==> src/sv/pixel_hit_stream_decoder_top_macros.svh <==
// assertion macros for the pixel hit stream decoder
// expects signals clk and rst_n in the module that uses them
`ifndef PIXEL_HIT_STREAM_DECODER_TOP_MACROS_SVH
`define PIXEL_HIT_STREAM_DECODER_TOP_MACROS_SVH

// same-cycle implication, disabled while in reset
`define PHSD_ASSERT_IMP(lbl, ante, cons) \
    lbl: assert property (@(posedge clk) disable iff (!rst_n) (ante) |-> (cons)) \
        else $error("phsd assertion failed");

// next-cycle implication, disabled while in reset
`define PHSD_ASSERT_NXT(lbl, ante, cons) \
    lbl: assert property (@(posedge clk) disable iff (!rst_n) (ante) |=> (cons)) \
        else $error("phsd assertion failed");

`endif

==> src/sv/phsd_pkg.sv <==
// shared types and codes of the pixel hit stream decoder
// no dependencies
`timescale 1ns / 1ps
`default_nettype none

package phsd_pkg;

    // word kinds by lead byte
    localparam logic [3:0] KIND_IDLE    = 4'd0;
    localparam logic [3:0] KIND_HEADER  = 4'd3;
    localparam logic [3:0] KIND_TRAILER = 4'd4;
    localparam logic [3:0] KIND_EMPTY   = 4'd5;
    localparam logic [3:0] KIND_REGION  = 4'd6;
    localparam logic [3:0] KIND_SHORT   = 4'd7;
    localparam logic [3:0] KIND_LONG    = 4'd8;
    localparam logic [3:0] KIND_UNKNOWN = 4'd15;

    // event errors
    localparam logic [3:0] ERR_NONE            = 4'd0;
    localparam logic [3:0] ERR_TRAILER_EARLY   = 4'd1;
    localparam logic [3:0] ERR_TRAILER_LATE    = 4'd2;
    localparam logic [3:0] ERR_REGION_EARLY    = 4'd3;
    localparam logic [3:0] ERR_DATA_EARLY      = 4'd4;
    localparam logic [3:0] ERR_UNKNOWN_BYTE    = 4'd5;
    localparam logic [3:0] ERR_UNFINISHED      = 4'd6;
    localparam logic [3:0] ERR_NOT_STARTED     = 4'd7;
    localparam logic [3:0] ERR_TRUNCATED       = 4'd8;

    // hit flags
    localparam logic [1:0] FLAG_OK        = 2'd0;
    localparam logic [1:0] FLAG_STUCK     = 2'd1;
    localparam logic [1:0] FLAG_BAD_CHIP  = 2'd2;
    localparam logic [1:0] FLAG_BAD_COORD = 2'd3;

    // result kinds
    localparam logic RES_HIT    = 1'b0;
    localparam logic RES_STATUS = 1'b1;

    // configuration register indexes
    localparam logic [1:0] CFG_EXPECTED_CHIP_ID   = 2'd0;
    localparam logic [1:0] CFG_RESCUE_BAD_CHIP_ID = 2'd1;

    localparam logic [4:0]  CHIP_NONE   = 5'd16;
    localparam logic [5:0]  REGION_NONE = 6'd32;
    localparam logic [10:0] ADDR_MAX    = 11'd1023;

    // command from front to back: optional data word, optional end of event
    typedef struct packed {
        logic       has_data;
        logic       after_hdr;
        logic [3:0] dcol;
        logic [9:0] base;
        logic [6:0] hitmap;
        logic [4:0] chip;
        logic [7:0] bunch;
        logic [5:0] region;
        logic       eoe;
        logic [3:0] err;
        logic [3:0] tflags;
    } cmd_t;

    // one result record
    typedef struct packed {
        logic        kind;
        logic [4:0]  chip;
        logic [7:0]  bunch;
        logic [5:0]  region;
        logic [3:0]  dcol;
        logic [10:0] addr;
        logic [1:0]  flag;
        logic [3:0]  err;
        logic [3:0]  tflags;
        logic        ok;
        logic        last;
    } res_t;

endpackage

`default_nettype wire

==> src/sv/phsd_fifo.sv <==
// small register queue with count, used between decoder parts
// no dependencies
`timescale 1ns / 1ps
`default_nettype none

module phsd_fifo #(
    parameter int WIDTH = 8,
    parameter int DEPTH = 2
) (
    input  wire logic             clk,
    input  wire logic             rst_n,
    input  wire logic             wr_en,
    input  wire logic [WIDTH-1:0] wr_data,
    input  wire logic             rd_en,
    output logic      [WIDTH-1:0] rd_data,
    output logic                  full,
    output logic                  empty
);

    localparam int PTR_W = (DEPTH > 1) ? $clog2(DEPTH) : 1;
    localparam int CNT_W = $clog2(DEPTH + 1);
    localparam logic [PTR_W-1:0] PTR_LAST = PTR_W'(DEPTH - 1);
    localparam logic [CNT_W-1:0] CNT_FULL = CNT_W'(DEPTH);

    logic [WIDTH-1:0] mem_reg [DEPTH];
    logic [PTR_W-1:0] wr_ptr_reg, wr_ptr_next;
    logic [PTR_W-1:0] rd_ptr_reg, rd_ptr_next;
    logic [CNT_W-1:0] cnt_reg, cnt_next;
    logic             do_wr, do_rd;

    assign full    = (cnt_reg == CNT_FULL);
    assign empty   = (cnt_reg == '0);
    assign do_wr   = wr_en && !full;
    assign do_rd   = rd_en && !empty;
    assign rd_data = mem_reg[rd_ptr_reg];

    always_comb
    begin
        wr_ptr_next = wr_ptr_reg;
        rd_ptr_next = rd_ptr_reg;
        cnt_next    = cnt_reg;
        if (do_wr)
        begin
            wr_ptr_next = (wr_ptr_reg == PTR_LAST) ? '0 : wr_ptr_reg + PTR_W'(1);
        end
        if (do_rd)
        begin
            rd_ptr_next = (rd_ptr_reg == PTR_LAST) ? '0 : rd_ptr_reg + PTR_W'(1);
        end
        if (do_wr && !do_rd)
        begin
            cnt_next = cnt_reg + CNT_W'(1);
        end
        else if (do_rd && !do_wr)
        begin
            cnt_next = cnt_reg - CNT_W'(1);
        end
    end

    always_ff @(posedge clk or negedge rst_n)
    begin
        if (!rst_n)
        begin
            wr_ptr_reg <= '0;
            rd_ptr_reg <= '0;
            cnt_reg    <= '0;
        end
        else
        begin
            wr_ptr_reg <= wr_ptr_next;
            rd_ptr_reg <= rd_ptr_next;
            cnt_reg    <= cnt_next;
        end
    end

    always_ff @(posedge clk)
    begin
        if (do_wr)
        begin
            mem_reg[wr_ptr_reg] <= wr_data;
        end
    end

endmodule

`default_nettype wire

==> src/sv/phsd_front.sv <==
// front part: word assembly, classification and event sequencing
// depends on phsd_pkg
`timescale 1ns / 1ps
`default_nettype none

module phsd_front (
    input  wire logic           clk,
    input  wire logic           rst_n,
    input  wire logic           accept,
    input  wire logic [7:0]     stream_byte,
    input  wire logic           end_of_event,
    input  wire logic [3:0]     expected_chip_id,
    input  wire logic           rescue_bad_chip_id,
    output phsd_pkg::cmd_t      cmd,
    output logic                cmd_push
);

    import phsd_pkg::*;

    logic [15:0] word_reg, word_next;
    logic [1:0]  pend_reg, pend_next;
    logic [3:0]  kind_reg, kind_next;
    logic        started_reg, started_next;
    logic        finished_reg, finished_next;
    logic        ach_reg, ach_next;
    logic [4:0]  chip_reg, chip_next;
    logic [7:0]  bunch_reg, bunch_next;
    logic [5:0]  region_reg, region_next;
    logic [3:0]  tflags_reg, tflags_next;
    logic [3:0]  error_reg, error_next;

    logic [7:0]  b;
    logic [3:0]  lead_kind;
    logic [3:0]  id;
    logic [7:0]  chip_lead;
    logic        data_done;
    logic [7:0]  b0, b1;
    logic [6:0]  hitmap;
    logic [3:0]  eoe_err;

    assign b = stream_byte;

    // lead byte classes
    always_comb
    begin
        if (b inside {8'hff, 8'hf1, 8'hf0})
            lead_kind = KIND_IDLE;
        else if (b[7:4] == 4'ha)
            lead_kind = KIND_HEADER;
        else if (b[7:4] == 4'hb)
            lead_kind = KIND_TRAILER;
        else if (b[7:4] == 4'he)
            lead_kind = KIND_EMPTY;
        else if (b[7:5] == 3'b110)
            lead_kind = KIND_REGION;
        else if (b[7:6] == 2'b01)
            lead_kind = KIND_SHORT;
        else if (b[7:6] == 2'b00)
            lead_kind = KIND_LONG;
        else
            lead_kind = KIND_UNKNOWN;
    end

    // header chip id with optional rescue
    assign chip_lead = word_reg[7:0];
    always_comb
    begin
        id = chip_lead[3:0];
        if (id != expected_chip_id && rescue_bad_chip_id)
            id = expected_chip_id;
    end

    always_comb
    begin
        word_next     = word_reg;
        pend_next     = pend_reg;
        kind_next     = kind_reg;
        started_next  = started_reg;
        finished_next = finished_reg;
        ach_next      = ach_reg;
        chip_next     = chip_reg;
        bunch_next    = bunch_reg;
        region_next   = region_reg;
        tflags_next   = tflags_reg;
        error_next    = error_reg;
        data_done     = 1'b0;
        b0            = word_reg[7:0];
        b1            = b;
        hitmap        = '0;

        if (error_reg == ERR_NONE)
        begin
            if (pend_reg == 2'd2)
            begin
                word_next = {word_reg[7:0], b};
                pend_next = 2'd1;
            end
            else if (pend_reg != 2'd0)
            begin
                pend_next = 2'd0;
                case (kind_reg)
                    KIND_HEADER:
                    begin
                        started_next  = 1'b1;
                        finished_next = 1'b0;
                        bunch_next    = b;
                        chip_next     = {1'b0, id};
                        ach_next      = 1'b1;
                    end
                    KIND_EMPTY:
                    begin
                        started_next  = 1'b1;
                        bunch_next    = b;
                        chip_next     = {1'b0, id};
                        finished_next = 1'b1;
                    end
                    KIND_SHORT:
                    begin
                        data_done = 1'b1;
                        ach_next  = 1'b0;
                    end
                    KIND_LONG:
                    begin
                        data_done = 1'b1;
                        ach_next  = 1'b0;
                        b0        = word_reg[15:8];
                        b1        = word_reg[7:0];
                        hitmap    = b[6:0];
                    end
                    default:
                    begin
                    end
                endcase
            end
            else
            begin
                kind_next = lead_kind;
                case (lead_kind)
                    KIND_UNKNOWN:
                        error_next = ERR_UNKNOWN_BYTE;
                    KIND_TRAILER:
                    begin
                        if (!started_reg)
                            error_next = ERR_TRAILER_EARLY;
                        else if (finished_reg)
                            error_next = ERR_TRAILER_LATE;
                        else
                        begin
                            tflags_next   = b[3:0];
                            finished_next = 1'b1;
                            chip_next     = CHIP_NONE;
                        end
                    end
                    KIND_REGION:
                    begin
                        if (!started_reg)
                            error_next = ERR_REGION_EARLY;
                        else
                        begin
                            region_next = {1'b0, b[4:0]};
                            ach_next    = 1'b0;
                        end
                    end
                    KIND_HEADER, KIND_EMPTY:
                    begin
                        word_next = {8'h00, b};
                        pend_next = 2'd1;
                    end
                    KIND_SHORT, KIND_LONG:
                    begin
                        if (!started_reg)
                            error_next = ERR_DATA_EARLY;
                        else
                        begin
                            word_next = {8'h00, b};
                            pend_next = (lead_kind == KIND_LONG) ? 2'd2 : 2'd1;
                        end
                    end
                    default:
                    begin
                    end
                endcase
            end
        end

        // status error, worked out from the state after this byte
        eoe_err = error_next;
        if (eoe_err == ERR_NONE && pend_next != 2'd0)
            eoe_err = ERR_TRUNCATED;
        if (eoe_err == ERR_NONE && !started_next)
            eoe_err = ERR_NOT_STARTED;
        if (eoe_err == ERR_NONE && !finished_next)
            eoe_err = ERR_UNFINISHED;
    end

    always_comb
    begin
        cmd.has_data  = data_done;
        cmd.after_hdr = ach_reg;
        cmd.dcol      = b0[5:2];
        cmd.base      = {b0[1:0], b1};
        cmd.hitmap    = hitmap;
        cmd.chip      = chip_next;
        cmd.bunch     = bunch_next;
        cmd.region    = region_next;
        cmd.eoe       = end_of_event;
        cmd.err       = eoe_err;
        cmd.tflags    = tflags_next;
    end

    assign cmd_push = accept && (data_done || end_of_event);

    always_ff @(posedge clk or negedge rst_n)
    begin
        if (!rst_n)
        begin
            word_reg     <= '0;
            pend_reg     <= '0;
            kind_reg     <= KIND_UNKNOWN;
            started_reg  <= 1'b0;
            finished_reg <= 1'b0;
            ach_reg      <= 1'b0;
            chip_reg     <= CHIP_NONE;
            bunch_reg    <= '0;
            region_reg   <= REGION_NONE;
            tflags_reg   <= '0;
            error_reg    <= ERR_NONE;
        end
        else if (accept && end_of_event)
        begin
            // event over: back to the idle state
            word_reg     <= '0;
            pend_reg     <= '0;
            kind_reg     <= KIND_UNKNOWN;
            started_reg  <= 1'b0;
            finished_reg <= 1'b0;
            ach_reg      <= 1'b0;
            chip_reg     <= CHIP_NONE;
            bunch_reg    <= '0;
            region_reg   <= REGION_NONE;
            tflags_reg   <= '0;
            error_reg    <= ERR_NONE;
        end
        else if (accept)
        begin
            word_reg     <= word_next;
            pend_reg     <= pend_next;
            kind_reg     <= kind_next;
            started_reg  <= started_next;
            finished_reg <= finished_next;
            ach_reg      <= ach_next;
            chip_reg     <= chip_next;
            bunch_reg    <= bunch_next;
            region_reg   <= region_next;
            tflags_reg   <= tflags_next;
            error_reg    <= error_next;
        end
    end

endmodule

`default_nettype wire

==> src/sv/phsd_back.sv <==
// back part: hit expansion, stuck check with held hit, status records
// depends on phsd_pkg and the assertion macro header
`timescale 1ns / 1ps
`default_nettype none
`include "pixel_hit_stream_decoder_top_macros.svh"

module phsd_back (
    input  wire logic           clk,
    input  wire logic           rst_n,
    input  wire phsd_pkg::cmd_t cmd,
    input  wire logic           cmd_valid,
    output logic                cmd_pop,
    input  wire logic [3:0]     expected_chip_id,
    output phsd_pkg::res_t      res,
    output logic                res_wr,
    input  wire logic           res_full
);

    import phsd_pkg::*;

    localparam logic [1:0] PH_START  = 2'd0;
    localparam logic [1:0] PH_MORE   = 2'd1;
    localparam logic [1:0] PH_FLUSH  = 2'd2;
    localparam logic [1:0] PH_STATUS = 2'd3;

    logic [1:0]  phase_reg, phase_next;
    logic [2:0]  off_reg, off_next;
    logic [6:0]  rem_reg, rem_next;
    logic        held_valid_reg, held_valid_next;
    logic        corrupt_reg, corrupt_next;
    logic [4:0]  held_chip_reg;
    logic [7:0]  held_bunch_reg;
    logic [5:0]  held_region_reg;
    logic [3:0]  held_dcol_reg;
    logic [10:0] held_addr_reg;
    logic [1:0]  held_flag_reg;
    logic        load_held;

    logic        go, do_hit, do_flush;
    logic [2:0]  off;
    logic [6:0]  rem;
    logic [2:0]  low_idx;
    logic [10:0] addr;
    logic        stuck;
    logic [1:0]  flag;
    res_t        held_res, status_res;

    assign go       = cmd_valid && !res_full;
    assign do_hit   = (phase_reg == PH_START && cmd.has_data) || phase_reg == PH_MORE;
    assign do_flush = (phase_reg == PH_START && !cmd.has_data) || phase_reg == PH_FLUSH;
    assign off      = (phase_reg == PH_START) ? 3'd0 : off_reg;
    assign rem      = (phase_reg == PH_START) ? cmd.hitmap : rem_reg;
    assign addr     = 11'(cmd.base) + 11'(off);

    // lowest remaining hitmap bit
    always_comb
    begin
        low_idx = '0;
        for (int i = 6; i >= 0; i--)
        begin
            if (rem[i])
                low_idx = 3'(i);
        end
    end

    always_comb
    begin
        stuck = held_valid_reg && !cmd.after_hdr && held_region_reg == cmd.region &&
                held_dcol_reg == cmd.dcol && addr <= held_addr_reg;
        flag = FLAG_OK;
        if (cmd.region == REGION_NONE || addr > ADDR_MAX)
            flag = FLAG_BAD_COORD;
        if (stuck)
            flag = FLAG_STUCK;
        if (cmd.chip != {1'b0, expected_chip_id})
            flag = FLAG_BAD_CHIP;
    end

    always_comb
    begin
        held_res.kind   = RES_HIT;
        held_res.chip   = held_chip_reg;
        held_res.bunch  = held_bunch_reg;
        held_res.region = held_region_reg;
        held_res.dcol   = held_dcol_reg;
        held_res.addr   = held_addr_reg;
        held_res.flag   = (do_hit && stuck) ? FLAG_STUCK : held_flag_reg;
        held_res.err    = ERR_NONE;
        held_res.tflags = '0;
        held_res.ok     = 1'b0;
        held_res.last   = do_hit && rem == '0 && !cmd.eoe;

        status_res.kind   = RES_STATUS;
        status_res.chip   = cmd.chip;
        status_res.bunch  = cmd.bunch;
        status_res.region = cmd.region;
        status_res.dcol   = '0;
        status_res.addr   = '0;
        status_res.flag   = FLAG_OK;
        status_res.err    = cmd.err;
        status_res.tflags = cmd.tflags;
        status_res.ok     = (cmd.err == ERR_NONE) && !corrupt_reg;
        status_res.last   = 1'b1;
    end

    always_comb
    begin
        phase_next      = phase_reg;
        off_next        = off_reg;
        rem_next        = rem_reg;
        held_valid_next = held_valid_reg;
        corrupt_next    = corrupt_reg;
        load_held       = 1'b0;
        cmd_pop         = 1'b0;
        res_wr          = 1'b0;
        res             = held_res;

        if (go)
        begin
            if (do_hit)
            begin
                res_wr          = held_valid_reg;
                load_held       = 1'b1;
                held_valid_next = 1'b1;
                if (flag != FLAG_OK)
                    corrupt_next = 1'b1;
                if (rem != '0)
                begin
                    phase_next = PH_MORE;
                    off_next   = low_idx + 3'd1;
                    rem_next   = rem & (rem - 7'd1);
                end
                else if (cmd.eoe)
                    phase_next = PH_FLUSH;
                else
                begin
                    phase_next = PH_START;
                    cmd_pop    = 1'b1;
                end
            end
            else if (do_flush)
            begin
                res_wr = 1'b1;
                if (held_valid_reg)
                begin
                    held_valid_next = 1'b0;
                    phase_next      = PH_STATUS;
                end
                else
                begin
                    res          = status_res;
                    corrupt_next = 1'b0;
                    phase_next   = PH_START;
                    cmd_pop      = 1'b1;
                end
            end
            else
            begin
                res             = status_res;
                res_wr          = 1'b1;
                held_valid_next = 1'b0;
                corrupt_next    = 1'b0;
                phase_next      = PH_START;
                cmd_pop         = 1'b1;
            end
        end
    end

    always_ff @(posedge clk or negedge rst_n)
    begin
        if (!rst_n)
        begin
            phase_reg      <= PH_START;
            off_reg        <= '0;
            rem_reg        <= '0;
            held_valid_reg <= 1'b0;
            corrupt_reg    <= 1'b0;
        end
        else
        begin
            phase_reg      <= phase_next;
            off_reg        <= off_next;
            rem_reg        <= rem_next;
            held_valid_reg <= held_valid_next;
            corrupt_reg    <= corrupt_next;
        end
    end

    always_ff @(posedge clk)
    begin
        if (load_held)
        begin
            held_chip_reg   <= cmd.chip;
            held_bunch_reg  <= cmd.bunch;
            held_region_reg <= cmd.region;
            held_dcol_reg   <= cmd.dcol;
            held_addr_reg   <= addr;
            held_flag_reg   <= flag;
        end
    end

    // a later hit of a word always has a held hit in front of it
    `PHSD_ASSERT_IMP(a_more_has_held, phase_reg == PH_MORE, held_valid_reg && off_reg != 3'd0)
    // the flush step leaves nothing held before the status record
    `PHSD_ASSERT_IMP(a_status_no_held, phase_reg == PH_STATUS, !held_valid_reg)
    // no record is written into a full result queue
    `PHSD_ASSERT_IMP(a_no_write_full, res_wr, !res_full)
    // after a status record the event's marks are gone
    `PHSD_ASSERT_NXT(a_status_clears, res_wr && res.kind == RES_STATUS,
                     !held_valid_reg && !corrupt_reg)

endmodule

`default_nettype wire

==> src/sv/pixel_hit_stream_decoder_top.sv <==
// a byte that completes a data word or ends an event is pushed into the command queue, where
// the back reads it; its results pass through the result queue before they can be popped
// throughput: one byte a cycle into the front while the command queue has room; the back
// writes the hits of a data word one after another, up to eight for a long word, and ends an
// event with a flush of any held hit and a status record; the hit expander in the back sets the sustained rate
// reset: rst_n asynchronous, active low; clears queues, event state and configuration
`timescale 1ns / 1ps
`default_nettype none

module pixel_hit_stream_decoder_top #(
    parameter int CMD_DEPTH = 4,    // command queue between front and back
    parameter int OUT_DEPTH = 2     // result queue on the output side
) (
    input  wire logic        clk,
    input  wire logic        rst_n,
    // byte stream in
    input  wire logic        push,
    output logic             full,
    input  wire logic [7:0]  stream_byte,
    input  wire logic        end_of_event,
    // results out
    output logic             empty,
    input  wire logic        pop,
    output logic             result_kind,
    output logic [4:0]       chip_id,
    output logic [7:0]       bunch_counter,
    output logic [5:0]       region,
    output logic [3:0]       double_column,
    output logic [10:0]      pixel_address,
    output logic [1:0]       hit_flag,
    output logic [3:0]       event_error,
    output logic [3:0]       trailer_flags,
    output logic             event_ok,
    output logic             last_result,
    // configuration writes
    input  wire logic        cfg_valid,
    output logic             cfg_ready,
    input  wire logic [1:0]  cfg_index,
    input  wire logic [3:0]  cfg_data
);

    import phsd_pkg::*;

    // configuration registers
    logic [3:0] exp_chip_reg;
    logic       rescue_reg;

    // front to back command path
    cmd_t       front_cmd;
    logic       front_push;
    cmd_t       back_cmd;
    logic       cmd_full;
    logic       cmd_empty;
    logic       cmd_pop;
    logic       accept;

    // back to output queue
    res_t       back_res;
    logic       res_wr;
    logic       res_full;
    res_t       head_res;

    // the config port never stalls
    assign cfg_ready = 1'b1;

    always_ff @(posedge clk or negedge rst_n)
    begin
        if (!rst_n)
        begin
            exp_chip_reg <= '0;
            rescue_reg   <= 1'b0;
        end
        else if (cfg_valid && cfg_ready)
        begin
            case (cfg_index)
                CFG_EXPECTED_CHIP_ID:   exp_chip_reg <= cfg_data;
                CFG_RESCUE_BAD_CHIP_ID: rescue_reg   <= cfg_data[0];
                default:
                begin
                    // writes to unused indexes are dropped
                end
            endcase
        end
    end

    // a byte is taken whenever the command queue has room, even if it
    // produces no command; only a full command queue holds the front back
    assign full   = cmd_full;
    assign accept = push && !cmd_full;

    phsd_front u_front (
        .clk                (clk),
        .rst_n              (rst_n),
        .accept             (accept),
        .stream_byte        (stream_byte),
        .end_of_event       (end_of_event),
        .expected_chip_id   (exp_chip_reg),
        .rescue_bad_chip_id (rescue_reg),
        .cmd                (front_cmd),
        .cmd_push           (front_push)
    );

    // decouples byte intake from hit expansion
    phsd_fifo #(
        .WIDTH ($bits(cmd_t)),
        .DEPTH (CMD_DEPTH)
    ) u_cmd_fifo (
        .clk     (clk),
        .rst_n   (rst_n),
        .wr_en   (front_push),
        .wr_data (front_cmd),
        .rd_en   (cmd_pop),
        .rd_data (back_cmd),
        .full    (cmd_full),
        .empty   (cmd_empty)
    );

    // expands words into hits, holds one hit back for the stuck check,
    // flushes it and writes the status record at the end of an event
    phsd_back u_back (
        .clk              (clk),
        .rst_n            (rst_n),
        .cmd              (back_cmd),
        .cmd_valid        (!cmd_empty),
        .cmd_pop          (cmd_pop),
        .expected_chip_id (exp_chip_reg),
        .res              (back_res),
        .res_wr           (res_wr),
        .res_full         (res_full)
    );

    // output queue: the back keeps working while a result waits to be popped, until the queue is full
    phsd_fifo #(
        .WIDTH ($bits(res_t)),
        .DEPTH (OUT_DEPTH)
    ) u_res_fifo (
        .clk     (clk),
        .rst_n   (rst_n),
        .wr_en   (res_wr),
        .wr_data (back_res),
        .rd_en   (pop),
        .rd_data (head_res),
        .full    (res_full),
        .empty   (empty)
    );

    // oldest result on the ports
    assign result_kind   = head_res.kind;
    assign chip_id       = head_res.chip;
    assign bunch_counter = head_res.bunch;
    assign region        = head_res.region;
    assign double_column = head_res.dcol;
    assign pixel_address = head_res.addr;
    assign hit_flag      = head_res.flag;
    assign event_error   = head_res.err;
    assign trailer_flags = head_res.tflags;
    assign event_ok      = head_res.ok;
    assign last_result   = head_res.last;

endmodule

`default_nettype wire
==> config.mk <==
export PLATFORM = sky130hd
export DESIGN_NAME = pixel_hit_stream_decoder_top
export DESIGN_NICKNAME = d
export VERILOG_FILES = /design/src/sv/phsd_pkg.sv /design/src/sv/phsd_fifo.sv /design/src/sv/phsd_front.sv /design/src/sv/phsd_back.sv /design/src/sv/pixel_hit_stream_decoder_top.sv
export VERILOG_INCLUDE_DIRS = /design/src /design/src/sv
export SDC_FILE = /design/constraint.sdc
export NUM_CORES = 1
export LEC_CHECK = 0
export ABC_AREA = 1
export BUFFER_PORTS_ARGS = -buffer_cell sky130_fd_sc_hd__buf_4
export CAP_MARGIN = 20
export CORE_MARGIN = 4
export CORE_UTILIZATION = 40
export CTS_BUF_LIST = sky130_fd_sc_hd__clkbuf_16
export DETAILED_ROUTE_END_ITERATION = 10
export PLACE_DENSITY_LB_ADDON = 0.12
export SETUP_SLACK_MARGIN = 0.5
export SLEW_MARGIN = 20
export SYNTH_ARGS = -nofsm -noshare
export SYNTH_HDL_FRONTEND = slang
export SYNTH_HIERARCHICAL = 1
export SYNTH_SLANG_ARGS = --single-unit
==> constraint.sdc <==
create_clock -name clk -period 5.5 [get_ports clk]
set_input_delay 0.825 -clock clk [delete_from_list [all_inputs] [get_ports clk]]
set_output_delay 0.825 -clock clk [all_outputs]
set_load 0.005 [all_outputs]
==> summary.txt <==
Timing
  – Achievable frequency: 0.246 GHz
  – Max-slew violation count: 0
  – Slew at the pin with the worst max-slew slack: 0.944 ns
  – Relative slew margins: 36.4%
  – Largest clock skew in the final design: 0.0150 ns
  – Endpoints failing setup: 0
  – Total negative setup slack: 0 ns
  – Count of final hold-check violations: 0
  – Minimum clock period: 4.06 ns
  – Unrepaired setup endpoints after global routing: no
  – Final worst-path cycle share: 73.9%

Power and ir drop
  – Leak: 9.33 nW
  – Part of the power in the clock network: 24.0%
  – Worst IR Drop VDD: 0.344 mV
  – Net switching power: 4.94 mW
  – Sequential Power Share: 38.4%
  – Combinational group share of total power: 37.6%
  – Internal power consumption: 8.21 mW
  – Cell area power density: 608 mW/mm^2
  – Sw Ratio: 37.6%

GRT
  – Antenna violations before repair: 0
  – Final global-route overflow total: 0
  – First-pass GRT wire length: 67.0 mm
  – Maximum number of pins on one net before global-route repair: 80
  – GRT Resource Usage Total: 16.8%
  – Vias in the first global route: 11,600

Critical path
  – Cell at the slowest stage of the critical path: buf_4
  – Nature of the critical path endpoint: flip-flop
  – Crit path arrival time: 4.40 ns
  – Crit path launch type: flip-flop
  – Peak fanout along the critical path: 53
  – Most Frequent Cell on Critical Path: nand2_1
  – WP data required: 5.83 ns
  – Worst stage delay on the critical path: 0.70 ns
  – Crit path kind: reg -> reg
  – Critical path, cell by cell: buf_4 > o211ai_1 > nand2_1 > ha_1 > inv_1 > fa_1 > o21ai_0 > nand4_1 > nor2_1 > xor2_1 > ha_1 > nand2_1 > inv_1 > nand2_1 > inv_1 > nand2_1 > nand3_1 > nand2_1 > nand3_1 > nand3_1 > inv_1

Run
  – Max-capacitance violation count: 0

Route
  – DRC violation total after the first TritonRoute iteration: 870
  – WL final: 42.5 mm
  – Detail-routed net length per standard cell: 16.9 um
  – Drt via density: 4.89
  – Post-DRT Antenna Nets: 0
  – Drt drc: 0
  – Total via count in the routed design: 12,300
  – Number of iterations in the first detailed-routing pass: 5

CTS
  – Number of levels in the clock H-tree: 2
  – Setup repair bufs after CTS: 0
  – Root buf cell: clkbuf_16
  – Number of buffers on the longest clock path: 3
  – Number of instances resized during post-cts repair: 0
  – Clock latency at the later pin of the worst-skew pair: 0.59 ns
  – Total clock buffers created by CTS: 46
  – Clock slew at the register clock pins of the worst setup and hold paths: 0.06 ns
  – # hold bufs at CTS: 0
  – TritonCTS clock tree: built
  – TritonCTS sink count: 413

Synth
  – Avg Cell Area, Syn: 10.5 um^2
  – Main combinational cell family by area after synthesis: simple AND/OR/NAND/NOR gates
  – Syn Nets: 1,853
  – Simple-gate portion of the synthesized area: 15.6%
  – Post-synthesis xor/xnor area fraction: 0.874%
  – Number of enable flip-flop cells after synthesis: 334
  – Synth Area in Compound Gates: 10.3%
  – Multiplexer fraction of the synthesized cell area: 0.0591%
  – Fraction of the mapped netlist area in adder cells: 1.66%
  – Share of synthesized registers carrying an async set or reset: 19.1%
  – Number of distinct library cells after synthesis: 55
  – Mapped Cells: 1,809
  – Yosys synthesis warning count: 6
  – Total standard cell area after synthesis: 0.0190 mm^2
  – Sequential area share after synthesis: 63.1%
  – Flip-flop and latch count after synthesis: 413
  – Most used DFF post-synth: edfxtp_1

Final layout
  – Relative area change from synthesis to final layout: 13.6%
  – Most common cell after layout, fill and taps aside: nand2_1
  – Final Non-Filler Cells: 2,521
  – Max FFs per register: 204
  – Fraction of layout cells with a size suffix above 1: 14.4%
  – Most frequent cells in the layout: nand2_1 (532), edfxtp_1 (334), inv_1 (294), buf_4 (85), nor2_1 (77)
  – Nets: 1,920
  – Fillers: 4,377
  – Antenna fix cells: 0

Floorplan
  – Core outline area: 0.0469 mm^2
  – Die extent in y: 226 um
  – Standard-cell rows: 79
  – Die width: 226 um
  – Top-Level Pins: 70
  – Initial core utilization: 40.6%
  – Die area: 0.0512 mm^2

Placed design
  – Final HPWL from detailed placement: 28.3 mm
  – Number of buffers added on ports: 68
  – Dpl cells: 2,435
  – RD Place Congestion: 0.814

Hold path
  – Worst Hold Class: in -> async

Outcome
  – Outcome: completed
[cells by family after synthesis]
family | Yosys count
compound gates | 265
xor+xnor | 19
fa+ha+maj | 24
buf+inv | 368
flops | 413
mux | 1
other cells | 1
simple gates | 718
[metal layers]
layer,vias to the layer above,part of all wire (%),global-route usage [%]
met5,-,0,0
met3,64,4.5,2.60
met4,0,2.3,4.99
met1,5864,49,25.0
li1,6140,-,-
met2,252,44,25.5
[stage by stage]
stage	worst slack, ns	utilization [%]	hold slack, ns	cell area [um^2]	total power [mW]
2_1_floorplan	1.21	-	0.444	19000	8.53
3_3_place_gp	1.51	42.7	0.464	20000	10.0
3_5_place_dp	1.40	42.8	0.464	20100	10.2
4_1_cts	1.39	46.2	0.262	21600	13.4
5_1_grt	1.01	46.2	0.299	21600	14.2
6_report	1.44	46.2	0.258	21600	13.2
[power groups by stage]
stage | clock network [mW] | registers [mW] | logic, mW
after detailed placement | 0 | 5.12 | 5.04
after global routing | 3.37 | 5.14 | 5.65
final | 3.15 | 5.05 | 4.95
after floorplan | 0 | 4.99 | 3.54
after global placement | 0 | 5.11 | 4.90
after CTS | 3.24 | 5.06 | 5.06
[cell usage after synthesis, types with 9 or more instances]
cell type  count  area share [%]
nand2_1      532              10
edfxtp_1     334              53
inv_1        281             5.5
nor2_1        84             1.7
dfrtp_1       73             9.6
o21ai_0       62             1.6
o211ai_1      53             2.1
o211ai_2      51             3.4
nand3_1       44             1.2
buf_2         27            0.71
o22ai_1       25            0.82
a21oi_1       23            0.60
o21ai_1       23            0.60
ha_1          22             1.4
buf_6         19             1.1
inv_2         16            0.32
nand4_1       13            0.43
clkbuf_1      12            0.24
xnor2_1       11            0.51
nor3_1        10            0.26
buf_4          9            0.35
[final cells by class]
class | instances | area (um^2) | share of cell area (%)
clock inverters | 39 | 392 | 1.81
well taps | 607 | 759 | 3.51
inverters | 300 | 1130 | 5.21
multi-input cells | 1028 | 5470 | 25.3
clock buffers | 47 | 1180 | 5.44
flip-flops and latches | 413 | 12000 | 55.6
repair buffers | 87 | 686 | 3.17
[critical path: cells and delay by family (launching register included)]
family	cells	cell delay [ns]
buf+inv	5	0.89
xor+xnor	1	0.24
compound gates	2	0.46
fa+ha+maj	3	0.87
flops	1	0.36
simple gates	10	0.99
[path summary, 6_finish.rpt]
path                            slack, ns                        end                     start  cells after the start
worst max-delay path                 1.44  u_res_fifo/mem_reg[1][11]  u_cmd_fifo/rd_ptr_reg[1]                     21
min in group clk                     0.48          u_back/rem_reg[3]         u_back/rem_reg[3]                      2
worst max register to register       1.44  u_res_fifo/mem_reg[1][11]  u_cmd_fifo/rd_ptr_reg[1]                     21
max in group asynchronous            4.28   u_cmd_fifo/rd_ptr_reg[0]                     rst_n                      2
worst min register to register       0.48          u_back/rem_reg[3]         u_back/rem_reg[3]                      2
worst min-delay path                 0.26       u_front/error_reg[0]                     rst_n                      1
Power figures use the tool's default switching activity.
